[src/rtl/core/rsi_pkg.sv]
package rsi_pkg;

  localparam int unsigned PRICE_BITS = 32;
  localparam int unsigned FRAC_BITS  = 16;
  localparam int unsigned PERIOD_W   = 8;
  localparam int unsigned RSI_W      = 15;

  // gain/loss in fixed point, sums over up to 2^PERIOD_W deltas, product by n-1
  localparam int unsigned X_W    = PRICE_BITS + FRAC_BITS;
  localparam int unsigned AVG_W  = X_W + PERIOD_W;
  localparam int unsigned WIDE_W = AVG_W + PERIOD_W;
  localparam int unsigned DEN_W  = AVG_W + 1;
  localparam int unsigned PROD_W = AVG_W + RSI_W;
  localparam int unsigned STEP_W = $clog2(WIDE_W + 1);

  localparam logic [RSI_W-1:0]    RSI_FULL     = RSI_W'(25600);
  localparam logic [PERIOD_W-1:0] PERIOD_RESET = PERIOD_W'(14);

  typedef struct packed {
    logic              start;
    logic [DEN_W-1:0]  rem_init;
    logic [WIDE_W-1:0] num;
    logic [DEN_W-1:0]  den;
    logic [STEP_W-1:0] steps;
  } div_req_t;

  typedef struct packed {
    logic              busy;
    logic              done;
    logic [WIDE_W-1:0] quot;
  } div_rsp_t;

endpackage

[src/rtl/core/rsi_divider.sv]
// Radix-2 restoring divider, one quotient bit per cycle.
// The dividend register shifts left and collects quotient bits at the bottom;
// after k steps its low k bits hold the quotient.
module rsi_divider (
  input  logic              clk_i,
  input  logic              rst_ni,
  input  rsi_pkg::div_req_t req_i,
  output rsi_pkg::div_rsp_t rsp_o
);

  localparam logic [rsi_pkg::STEP_W-1:0] STEP_ONE = rsi_pkg::STEP_W'(1);

  logic                          busy_q, busy_d;
  logic                          done_q, done_d;
  logic [rsi_pkg::STEP_W-1:0]    cnt_q, cnt_d;
  logic [rsi_pkg::DEN_W-1:0]     rem_q, rem_d;
  logic [rsi_pkg::WIDE_W-1:0]    num_q, num_d;
  logic [rsi_pkg::DEN_W-1:0]     den_q, den_d;

  logic [rsi_pkg::DEN_W:0]       trial;
  logic [rsi_pkg::DEN_W:0]       diff;
  logic                          fits;

  assign trial = {rem_q, num_q[rsi_pkg::WIDE_W-1]};
  assign diff  = trial - {1'b0, den_q};
  assign fits  = trial >= {1'b0, den_q};

  always_comb begin
    busy_d = busy_q;
    done_d = 1'b0;
    cnt_d  = cnt_q;
    rem_d  = rem_q;
    num_d  = num_q;
    den_d  = den_q;
    if (req_i.start) begin
      busy_d = 1'b1;
      cnt_d  = req_i.steps;
      rem_d  = req_i.rem_init;
      num_d  = req_i.num;
      den_d  = req_i.den;
    end else if (busy_q) begin
      rem_d = fits ? diff[rsi_pkg::DEN_W-1:0] : trial[rsi_pkg::DEN_W-1:0];
      num_d = {num_q[rsi_pkg::WIDE_W-2:0], fits};
      cnt_d = cnt_q - STEP_ONE;
      if (cnt_q == STEP_ONE) begin
        busy_d = 1'b0;
        done_d = 1'b1;
      end
    end
  end

  always_ff @(posedge clk_i or negedge rst_ni) begin
    if (!rst_ni) begin
      busy_q <= 1'b0;
      done_q <= 1'b0;
      cnt_q  <= '0;
    end else begin
      busy_q <= busy_d;
      done_q <= done_d;
      cnt_q  <= cnt_d;
    end
  end

  always_ff @(posedge clk_i) begin
    rem_q <= rem_d;
    num_q <= num_d;
    den_q <= den_d;
  end

  assign rsp_o.busy = busy_q;
  assign rsp_o.done = done_q;
  assign rsp_o.quot = num_q;

endmodule

[src/rtl/core/relative_strength_index_top.sv]
// Channel  | Signals                                   | Direction
// ---------+-------------------------------------------+----------
// in       | in_valid_i, in_ready_o, price_i, restart_i | sink
// out      | out_valid_o, out_ready_i, rsi_value_o,     | source
//          | rsi_valid_o                                |
// config   | cfg_we_i, cfg_data_i (period)              | sink
//
// Restart or first price: delta, then done. Warm-up without result: delta,
// sum, then done. Both averages and the ratio use the shared radix-2 divider
// (64 steps per average, 15 for the ratio, which zero average loss skips).
// Reset is asynchronous; no clearing pass. in_ready_o is high only when idle;
// a finished result waits in the output register while the next item is taken.
module relative_strength_index_top (
  input  logic                           clk_i,
  input  logic                           rst_ni,
  input  logic                           cfg_we_i,
  input  logic [rsi_pkg::PERIOD_W-1:0]   cfg_data_i,
  input  logic                           in_valid_i,
  output logic                           in_ready_o,
  input  logic [31:0]                    price_i,
  input  logic                           restart_i,
  output logic                           out_valid_o,
  input  logic                           out_ready_i,
  output logic [rsi_pkg::RSI_W-1:0]      rsi_value_o,
  output logic                           rsi_valid_o
);

  typedef enum logic [3:0] {
    S_IDLE,
    S_DELTA,
    S_SUM,
    S_MUL,
    S_DSTART,
    S_DWAIT,
    S_RATIO,
    S_RSTART,
    S_RWAIT,
    S_DONE
  } state_e;

  state_e                             state_q;
  logic [rsi_pkg::PERIOD_W-1:0]       period_q;
  logic [rsi_pkg::PERIOD_W-1:0]       n_q;
  logic [rsi_pkg::PRICE_BITS-1:0]     price_q;
  logic                               restart_q;
  logic [rsi_pkg::PRICE_BITS-1:0]     last_q;
  logic                               have_prev_q;
  logic [rsi_pkg::PERIOD_W-1:0]       count_q;
  logic                               warm_q;
  logic                               smooth_q;
  logic                               side_q;
  logic [rsi_pkg::AVG_W-1:0]          gain_q;
  logic [rsi_pkg::AVG_W-1:0]          loss_q;
  logic [rsi_pkg::X_W-1:0]            xg_q;
  logic [rsi_pkg::X_W-1:0]            xl_q;
  logic [rsi_pkg::WIDE_W-1:0]         prod_q;
  logic [rsi_pkg::PROD_W-1:0]         rat_q;
  logic [rsi_pkg::DEN_W-1:0]          den_q;
  logic [rsi_pkg::RSI_W-1:0]          res_value_q;
  logic                               res_valid_q;
  logic                               out_valid_q;
  logic [rsi_pkg::RSI_W-1:0]          out_value_q;
  logic                               out_flag_q;

  logic                               in_fire;
  logic                               out_load;
  logic [rsi_pkg::PRICE_BITS-1:0]     up_diff;
  logic [rsi_pkg::PRICE_BITS-1:0]     dn_diff;
  logic                               price_up;
  logic [rsi_pkg::PERIOD_W-1:0]       cnt_nx;
  logic [rsi_pkg::AVG_W-1:0]          side_avg;
  logic [rsi_pkg::X_W-1:0]            side_x;
  logic [rsi_pkg::PERIOD_W-1:0]       factor;
  logic [rsi_pkg::WIDE_W-1:0]         addend;
  rsi_pkg::div_req_t                  div_req;
  rsi_pkg::div_rsp_t                  div_rsp;

  assign in_ready_o = (state_q == S_IDLE);
  assign in_fire    = in_valid_i && in_ready_o;
  assign out_load   = (state_q == S_DONE) && (!out_valid_q || out_ready_i);

  assign price_up = price_q > last_q;
  assign up_diff  = price_q - last_q;
  assign dn_diff  = last_q - price_q;
  assign cnt_nx   = count_q + rsi_pkg::PERIOD_W'(1);

  assign side_avg = side_q ? loss_q : gain_q;
  assign side_x   = side_q ? xl_q : xg_q;
  // seeding divides the raw sum: multiply by one, add nothing
  assign factor   = smooth_q ? (n_q - rsi_pkg::PERIOD_W'(1)) : rsi_pkg::PERIOD_W'(1);
  assign addend   = smooth_q ? rsi_pkg::WIDE_W'(side_x) : '0;

  always_comb begin
    div_req       = '0;
    div_req.start = (state_q == S_DSTART) || (state_q == S_RSTART);
    if (state_q == S_RSTART) begin
      div_req.rem_init = rsi_pkg::DEN_W'(rat_q[rsi_pkg::PROD_W-1:rsi_pkg::RSI_W]);
      div_req.num      = {rat_q[rsi_pkg::RSI_W-1:0], (rsi_pkg::WIDE_W-rsi_pkg::RSI_W)'(0)};
      div_req.den      = den_q;
      div_req.steps    = rsi_pkg::STEP_W'(rsi_pkg::RSI_W);
    end else begin
      div_req.rem_init = '0;
      div_req.num      = prod_q + addend;
      div_req.den      = rsi_pkg::DEN_W'(n_q);
      div_req.steps    = rsi_pkg::STEP_W'(rsi_pkg::WIDE_W);
    end
  end

  rsi_divider u_div (
    .clk_i  (clk_i),
    .rst_ni (rst_ni),
    .req_i  (div_req),
    .rsp_o  (div_rsp)
  );

  always_ff @(posedge clk_i or negedge rst_ni) begin
    if (!rst_ni) begin
      state_q     <= S_IDLE;
      period_q    <= rsi_pkg::PERIOD_RESET;
      n_q         <= rsi_pkg::PERIOD_RESET;
      price_q     <= '0;
      restart_q   <= 1'b0;
      last_q      <= '0;
      have_prev_q <= 1'b0;
      count_q     <= '0;
      warm_q      <= 1'b0;
      smooth_q    <= 1'b0;
      side_q      <= 1'b0;
      gain_q      <= '0;
      loss_q      <= '0;
      xg_q        <= '0;
      xl_q        <= '0;
      prod_q      <= '0;
      rat_q       <= '0;
      den_q       <= '0;
      res_value_q <= '0;
      res_valid_q <= 1'b0;
      out_valid_q <= 1'b0;
      out_value_q <= '0;
      out_flag_q  <= 1'b0;
    end else begin
      if (cfg_we_i) begin
        period_q <= cfg_data_i;
      end
      if (out_load) begin
        out_valid_q <= 1'b1;
      end else if (out_ready_i) begin
        out_valid_q <= 1'b0;
      end

      unique case (state_q)
        S_IDLE: begin
          if (in_fire) begin
            price_q   <= price_i[rsi_pkg::PRICE_BITS-1:0];
            restart_q <= restart_i;
            n_q       <= (period_q == '0) ? rsi_pkg::PERIOD_W'(1) : period_q;
            state_q   <= S_DELTA;
          end
        end
        S_DELTA: begin
          last_q <= price_q;
          if (restart_q || !have_prev_q) begin
            have_prev_q <= 1'b1;
            count_q     <= '0;
            warm_q      <= 1'b0;
            gain_q      <= '0;
            loss_q      <= '0;
            res_value_q <= '0;
            res_valid_q <= 1'b0;
            state_q     <= S_DONE;
          end else begin
            xg_q     <= price_up ? {up_diff, rsi_pkg::FRAC_BITS'(0)} : '0;
            xl_q     <= price_up ? '0 : {dn_diff, rsi_pkg::FRAC_BITS'(0)};
            smooth_q <= warm_q;
            side_q   <= 1'b0;
            state_q  <= warm_q ? S_MUL : S_SUM;
          end
        end
        S_SUM: begin
          gain_q <= gain_q + rsi_pkg::AVG_W'(xg_q);
          loss_q <= loss_q + rsi_pkg::AVG_W'(xl_q);
          if (cnt_nx >= n_q) begin
            warm_q  <= 1'b1;
            count_q <= '0;
            state_q <= S_MUL;
          end else begin
            count_q     <= cnt_nx;
            res_value_q <= '0;
            res_valid_q <= 1'b0;
            state_q     <= S_DONE;
          end
        end
        S_MUL: begin
          prod_q  <= rsi_pkg::WIDE_W'(side_avg) * rsi_pkg::WIDE_W'(factor);
          state_q <= S_DSTART;
        end
        S_DSTART: begin
          state_q <= S_DWAIT;
        end
        S_DWAIT: begin
          if (div_rsp.done) begin
            if (side_q) begin
              loss_q  <= div_rsp.quot[rsi_pkg::AVG_W-1:0];
              state_q <= S_RATIO;
            end else begin
              gain_q  <= div_rsp.quot[rsi_pkg::AVG_W-1:0];
              side_q  <= 1'b1;
              state_q <= S_MUL;
            end
          end
        end
        S_RATIO: begin
          res_valid_q <= 1'b1;
          if (loss_q == '0) begin
            res_value_q <= rsi_pkg::RSI_FULL;
            state_q     <= S_DONE;
          end else begin
            den_q   <= rsi_pkg::DEN_W'(gain_q) + rsi_pkg::DEN_W'(loss_q);
            rat_q   <= rsi_pkg::PROD_W'(gain_q) * rsi_pkg::PROD_W'(rsi_pkg::RSI_FULL);
            state_q <= S_RSTART;
          end
        end
        S_RSTART: begin
          state_q <= S_RWAIT;
        end
        S_RWAIT: begin
          if (div_rsp.done) begin
            res_value_q <= div_rsp.quot[rsi_pkg::RSI_W-1:0];
            state_q     <= S_DONE;
          end
        end
        S_DONE: begin
          // hold here until the output register is free
          if (out_load) begin
            out_value_q <= res_value_q;
            out_flag_q  <= res_valid_q;
            state_q     <= S_IDLE;
          end
        end
        default: begin
          state_q <= S_IDLE;
        end
      endcase
    end
  end

  assign out_valid_o = out_valid_q;
  assign rsi_value_o = out_value_q;
  assign rsi_valid_o = out_flag_q;

  a_done_in_wait: assert property (@(posedge clk_i) disable iff (!rst_ni)
    div_rsp.done |-> (state_q == S_DWAIT || state_q == S_RWAIT))
    else $error("divider finished outside a wait state");

  a_wait_has_div: assert property (@(posedge clk_i) disable iff (!rst_ni)
    (state_q == S_DWAIT || state_q == S_RWAIT) |-> (div_rsp.busy || div_rsp.done))
    else $error("waiting on an idle divider");

  a_invalid_zero: assert property (@(posedge clk_i) disable iff (!rst_ni)
    (out_valid_o && !rsi_valid_o) |-> (rsi_value_o == '0))
    else $error("invalid result with nonzero value");

  a_value_range: assert property (@(posedge clk_i) disable iff (!rst_ni)
    out_valid_o |-> (rsi_value_o <= rsi_pkg::RSI_FULL))
    else $error("rsi value above full scale");

endmodule

[config.mk]
export PLATFORM = sky130hd
export DESIGN_NAME = relative_strength_index_top
export DESIGN_NICKNAME = d
export VERILOG_FILES = /design/src/rtl/core/rsi_pkg.sv /design/src/rtl/core/rsi_divider.sv /design/src/rtl/core/relative_strength_index_top.sv
export SDC_FILE = /design/constraint.sdc
export NUM_CORES = 2
export LEC_CHECK = 0
export BUFFER_PORTS_ARGS = -buffer_cell sky130_fd_sc_hd__buf_2
export CORE_MARGIN = 5
export CORE_UTILIZATION = 61
export CTS_BUF_LIST = sky130_fd_sc_hd__clkbuf_2 sky130_fd_sc_hd__clkbuf_4 sky130_fd_sc_hd__clkbuf_8
export DETAILED_ROUTE_END_ITERATION = 10
export PLACE_DENSITY = 0.8
export SYNTH_ARGS = -nofsm -noshare
export SYNTH_HDL_FRONTEND = slang
export SYNTH_SLANG_ARGS = --single-unit
export TNS_END_PERCENT = 5
[constraint.sdc]
create_clock -name clk_i -period 7.05 [get_ports clk_i]
set_clock_uncertainty 0.15 [all_clocks]
set_input_delay 0.3525 -clock clk_i [delete_from_list [all_inputs] [get_ports clk_i]]
set_output_delay 0.3525 -clock clk_i [all_outputs]
set_load 0.1 [all_outputs]
==> results.md <==
* Mux contribution to synthesized area at 2.93%
* Post-detailed-placement half-perimeter wirelength at 158000 um
* Effective utilization at floorplan at 61.5%
* Final hold violation count at 0
* CP required at 7.58 ns
* Worst-margin pin slew at 1.23 ns
* Routed vias/inst at 6.15
* Clock slew at the register clock pins of the worst setup and hold paths at 0.07 ns
* Largest net degree at the start of global routing at 144
* Combinational family with the most area after synthesis: adder cells
* Clock Root Buffer: sky130_fd_sc_hd__clkbuf_8
* Logic depth of the worst setup path including buffers at 24
* Async SR Flop Fraction at 73.6%
* Placed standard-cell area at 66700 um2
* Placer Congestion at 1.01
* Critical Path End: prod_q[57]
* Reg2reg setup slack at 0.22 ns
* Area used by multi-input combinational logic at 41700 um2
* Worst Hold Slack at 0.0531 ns
* Synth Area in XOR/XNOR at 5.29%
* Clk Latency, worst-skew pair at 0.83 ns
* Cells after Synth at 7344
* Complex-gate fraction of the synthesized area at 19.4%
* Path type of the worst min-delay path: in2async
* DRT Wirelength at 203000 um
* Clk sinks at 675
* Peak fanout along the critical path at 25
* R2r endpoint: prod_q[57]
* IO Count at 64
* Setup repair after global routing missed its margin: yes
* CTS tree: built
* Num CTS Buffers at 118
* Number of vias in the routed layout at 55500
* Width of the die at 333 um
* Placement row count at 118
* Final WS setup at 0.222 ns
* Share of synthesized area occupied by flip-flops and latches at 27.9%
* Synthesized netlist net count at 8312
* CP Buf/Inv Count at 7
* Setup crit start kind: flip-flop
* Reg-to-reg startpoint: n_q[3]
* GRT Residual Overflow at 0
* Status: complete, no violations
* Yosys warnings at 0
* Via count of the first global-routing pass at 54600
* Final ANT Viol Nets at 0
* CP Capture Type: flip-flop
* Area added between synthesis and finish at 10.5%
* Final Cycle Share at 96.8%
* DRC errors left at 0
* Synth Area per Inst at 8.68 um2
* Deepest clock path buffer count at 3
* Filler instances at 8568
* Max stage delay on crit path at 0.58 ns
* Sequential cell area at 17800 um2
* First DRT Iteration DRCs at 5273
* Number of cells in the finished layout apart from fillers at 9019
* DP Cell Count at 8731
* Most prevalent standard cell on the critical path: sky130_fd_sc_hd__fa_1
* Depth of the CTS H-tree at 3
* Final std cell area, no fill at 70400 um2
* Final slew viol count at 0
* Overall Global Routing Usage at 35.8%
* Data arrival time of the worst path at 7.35 ns
* Synthesized-area fraction occupied by adder cells at 22.6%
* Cell depth of the worst flop-to-flop path at 24
* Number of buffers inserted by port buffering at 63
* Worst-path cell chain: inv_1 > buf_4 > xnor2_2 > nand2_2 > buf_12 > nor2_1 > fa_1 > fa_1 > fa_1 > inv_1 > fa_1 > inv_1 > ha_2 > nand4_1 > or2_2 > o21ai_4 > or4b_4 > a31oi_4 > a21oi_2 > buf_4 > buf_4 > o41ai_2 > xnor2_1 > o21ai_1
* First element of the critical path: n_q[3]
* Core ar. at 104000 um2
* Tot Pwr at 35.1 mW
* Number of enable flip-flop cells after synthesis at 178
* Pwr per Cell Area at 498 nW/um2
* Routed length per instance at 22.5 um
* Die Y-Extent at 333 um
* Post-layout net count at 8500
* Fraction of the mapped netlist area in simple logic gates at 14.7%
* DRT Pass-1 Iters at 9
* Total of max-cap violations at 0
* Number of distinct standard cells referenced by the synthesized netlist at 113
* Die Area at 111000 um2
* Time the worst path needs with I/O delays and setup at 6.83 ns
* Slowest-stage cell, CP: sky130_fd_sc_hd__fa_1
* Maximum resistive drop on vdd at 348 uV
* First-pass GRT wire length at 314000 um
* Main flop type after synthesis: sky130_fd_sc_hd__dfrtp_1
* Number of flip-flops and latches in the synthesized netlist at 675
* Max transition margin at 17.2%
* Cell family with the largest share of critical-path delay: adder cells
* Setup-failing EPs final at 0
* Cell leakage power at 33.2 nW
* Initial antenna violation count at 3
* Post-placement setup slack at 0.0959 ns
* Timing-limited maximum frequency at 146 MHz
* Fraction of layout cells with a size suffix above 1 at 10.8%
* Post-synthesis cell area at 63700 um2
* WS Path Type: reg2reg
[repair_timing]
| item | CTS | global route |
|---|---|---|
| hold buffers | 52 | 0 |
| gates resized for setup | 0 | 53 |
| endpoints found under the setup margin | 0 | 23 |
| hold endpoints to repair | 426 | 0 |
| setup buffers | 0 | 7 |
[kinds of logic after synthesis]
group	after synthesis
xor gates and xnor gates	385
buffers and inverters	1181
muxes	179
adders and majority gates	922
AOI/OAI and AO/OA	1959
and+or+nand+nor	2043
DFF	675
[per-stage QoR]
stage	utilization [%]	TNS [ns]
3_3_place_gp	64.4	0
2_1_floorplan	-	0
4_1_cts	67.6	0
3_5_place_dp	64.4	0
5_1_grt	67.9	-0.102
6_report	67.9	0
[layer usage]
metal,wire [um],vias up,track usage (%),part of all wire (%)
met1,85500,27000,49.9,42
li1,-,25600,-,-
met3,18000,488,7.11,8.9
met2,89000,2428,55.2,44
met5,13,-,0,0.0064
met4,10100,2,14.9,5.0
[worst register-to-register path, cell delays in order, from the launching register on]
cell and delay [ns]:
sky130_fd_sc_hd__dfstp_2 0.53, sky130_fd_sc_hd__inv_1 0.06, sky130_fd_sc_hd__buf_4 0.17, sky130_fd_sc_hd__xnor2_2 0.23, sky130_fd_sc_hd__nand2_2 0.15, sky130_fd_sc_hd__buf_12 0.23, sky130_fd_sc_hd__nor2_1 0.20, sky130_fd_sc_hd__fa_1 0.47
sky130_fd_sc_hd__fa_1 0.48, sky130_fd_sc_hd__fa_1 0.58, sky130_fd_sc_hd__inv_1 0.07, sky130_fd_sc_hd__fa_1 0.52, sky130_fd_sc_hd__inv_1 0.04, sky130_fd_sc_hd__ha_2 0.37, sky130_fd_sc_hd__nand4_1 0.19, sky130_fd_sc_hd__or2_2 0.36
sky130_fd_sc_hd__o21ai_4 0.22, sky130_fd_sc_hd__or4b_4 0.54, sky130_fd_sc_hd__a31oi_4 0.22, sky130_fd_sc_hd__a21oi_2 0.08, sky130_fd_sc_hd__buf_4 0.17, sky130_fd_sc_hd__buf_4 0.13, sky130_fd_sc_hd__o41ai_2 0.31, sky130_fd_sc_hd__xnor2_1 0.16
sky130_fd_sc_hd__o21ai_1 0.07
[cell type report]
type,instances,share of cell area (%)
diodes,1,0.00355
clock buffers,172,3.08
clock inverters,54,0.917
inverters,835,4.45
multi-input cells,5488,59.2
flip-flops and latches,675,25.3
well taps,1380,2.45
repair buffers,414,4.67
[power by group]
part	total, mW	internal (mW)	switching (mW)
Combinational	23.2	8.64	14.5
Sequential	7.57	5.81	1.76
Clock	4.31	2.47	1.84
[registers in the layout, indices dropped and copies added, names as in the netlist, 8 cells and up]
name         count
n_q              8
xl_q            32
u_div.den_q     57
xg_q            32
u_div.num_q     64
prod_q          64
price_q         32
rat_q           61
loss_q          56
u_div.rem_q     57
den_q           57
res_value_q     15
last_q          32
period_q         8
gain_q          56
rsi_value_o     15
count_q          8
[layout by cell type, fill, tap and decap left out, types with 117 or more instances in the layout]
cell type,n
sky130_fd_sc_hd__clkbuf_8,140
sky130_fd_sc_hd__fa_1,382
sky130_fd_sc_hd__a21oi_1,454
sky130_fd_sc_hd__nand2_1,782
sky130_fd_sc_hd__a21o_1,245
sky130_fd_sc_hd__o21ai_0,608
sky130_fd_sc_hd__nor2_1,542
sky130_fd_sc_hd__dfrtp_1,489
sky130_fd_sc_hd__edfxtp_1,178
sky130_fd_sc_hd__xor2_1,162
sky130_fd_sc_hd__ha_1,535
sky130_fd_sc_hd__mux2i_1,117
sky130_fd_sc_hd__inv_1,833
sky130_fd_sc_hd__buf_4,284
sky130_fd_sc_hd__xnor2_1,219
[synth_stat cells (163+ instances only)]
cell | number | share of area (%)
sky130_fd_sc_hd__inv_1 | 835 | 4.9
sky130_fd_sc_hd__nand2_1 | 787 | 4.6
sky130_fd_sc_hd__o21ai_0 | 610 | 4.8
sky130_fd_sc_hd__nor2_1 | 554 | 3.3
sky130_fd_sc_hd__ha_1 | 540 | 11
sky130_fd_sc_hd__dfrtp_1 | 491 | 19
sky130_fd_sc_hd__a21oi_1 | 455 | 3.6
sky130_fd_sc_hd__fa_1 | 382 | 12
sky130_fd_sc_hd__clkbuf_1 | 268 | 1.6
sky130_fd_sc_hd__a21o_1 | 245 | 2.9
sky130_fd_sc_hd__xnor2_1 | 222 | 3.1
sky130_fd_sc_hd__edfxtp_1 | 178 | 8.4
sky130_fd_sc_hd__xor2_1 | 163 | 2.2
[how the worst min path moves through the flow]
stage               cells past startpoint         end
CTS                                     3  prod_q[21]
detailed placement                      1  prod_q[21]
floorplan                               0  count_q[0]
finish                                  3  prod_q[18]
global placement                        1  prod_q[21]
global route                            3  prod_q[18]
Note: power is estimated with default switching activity, not from simulation.
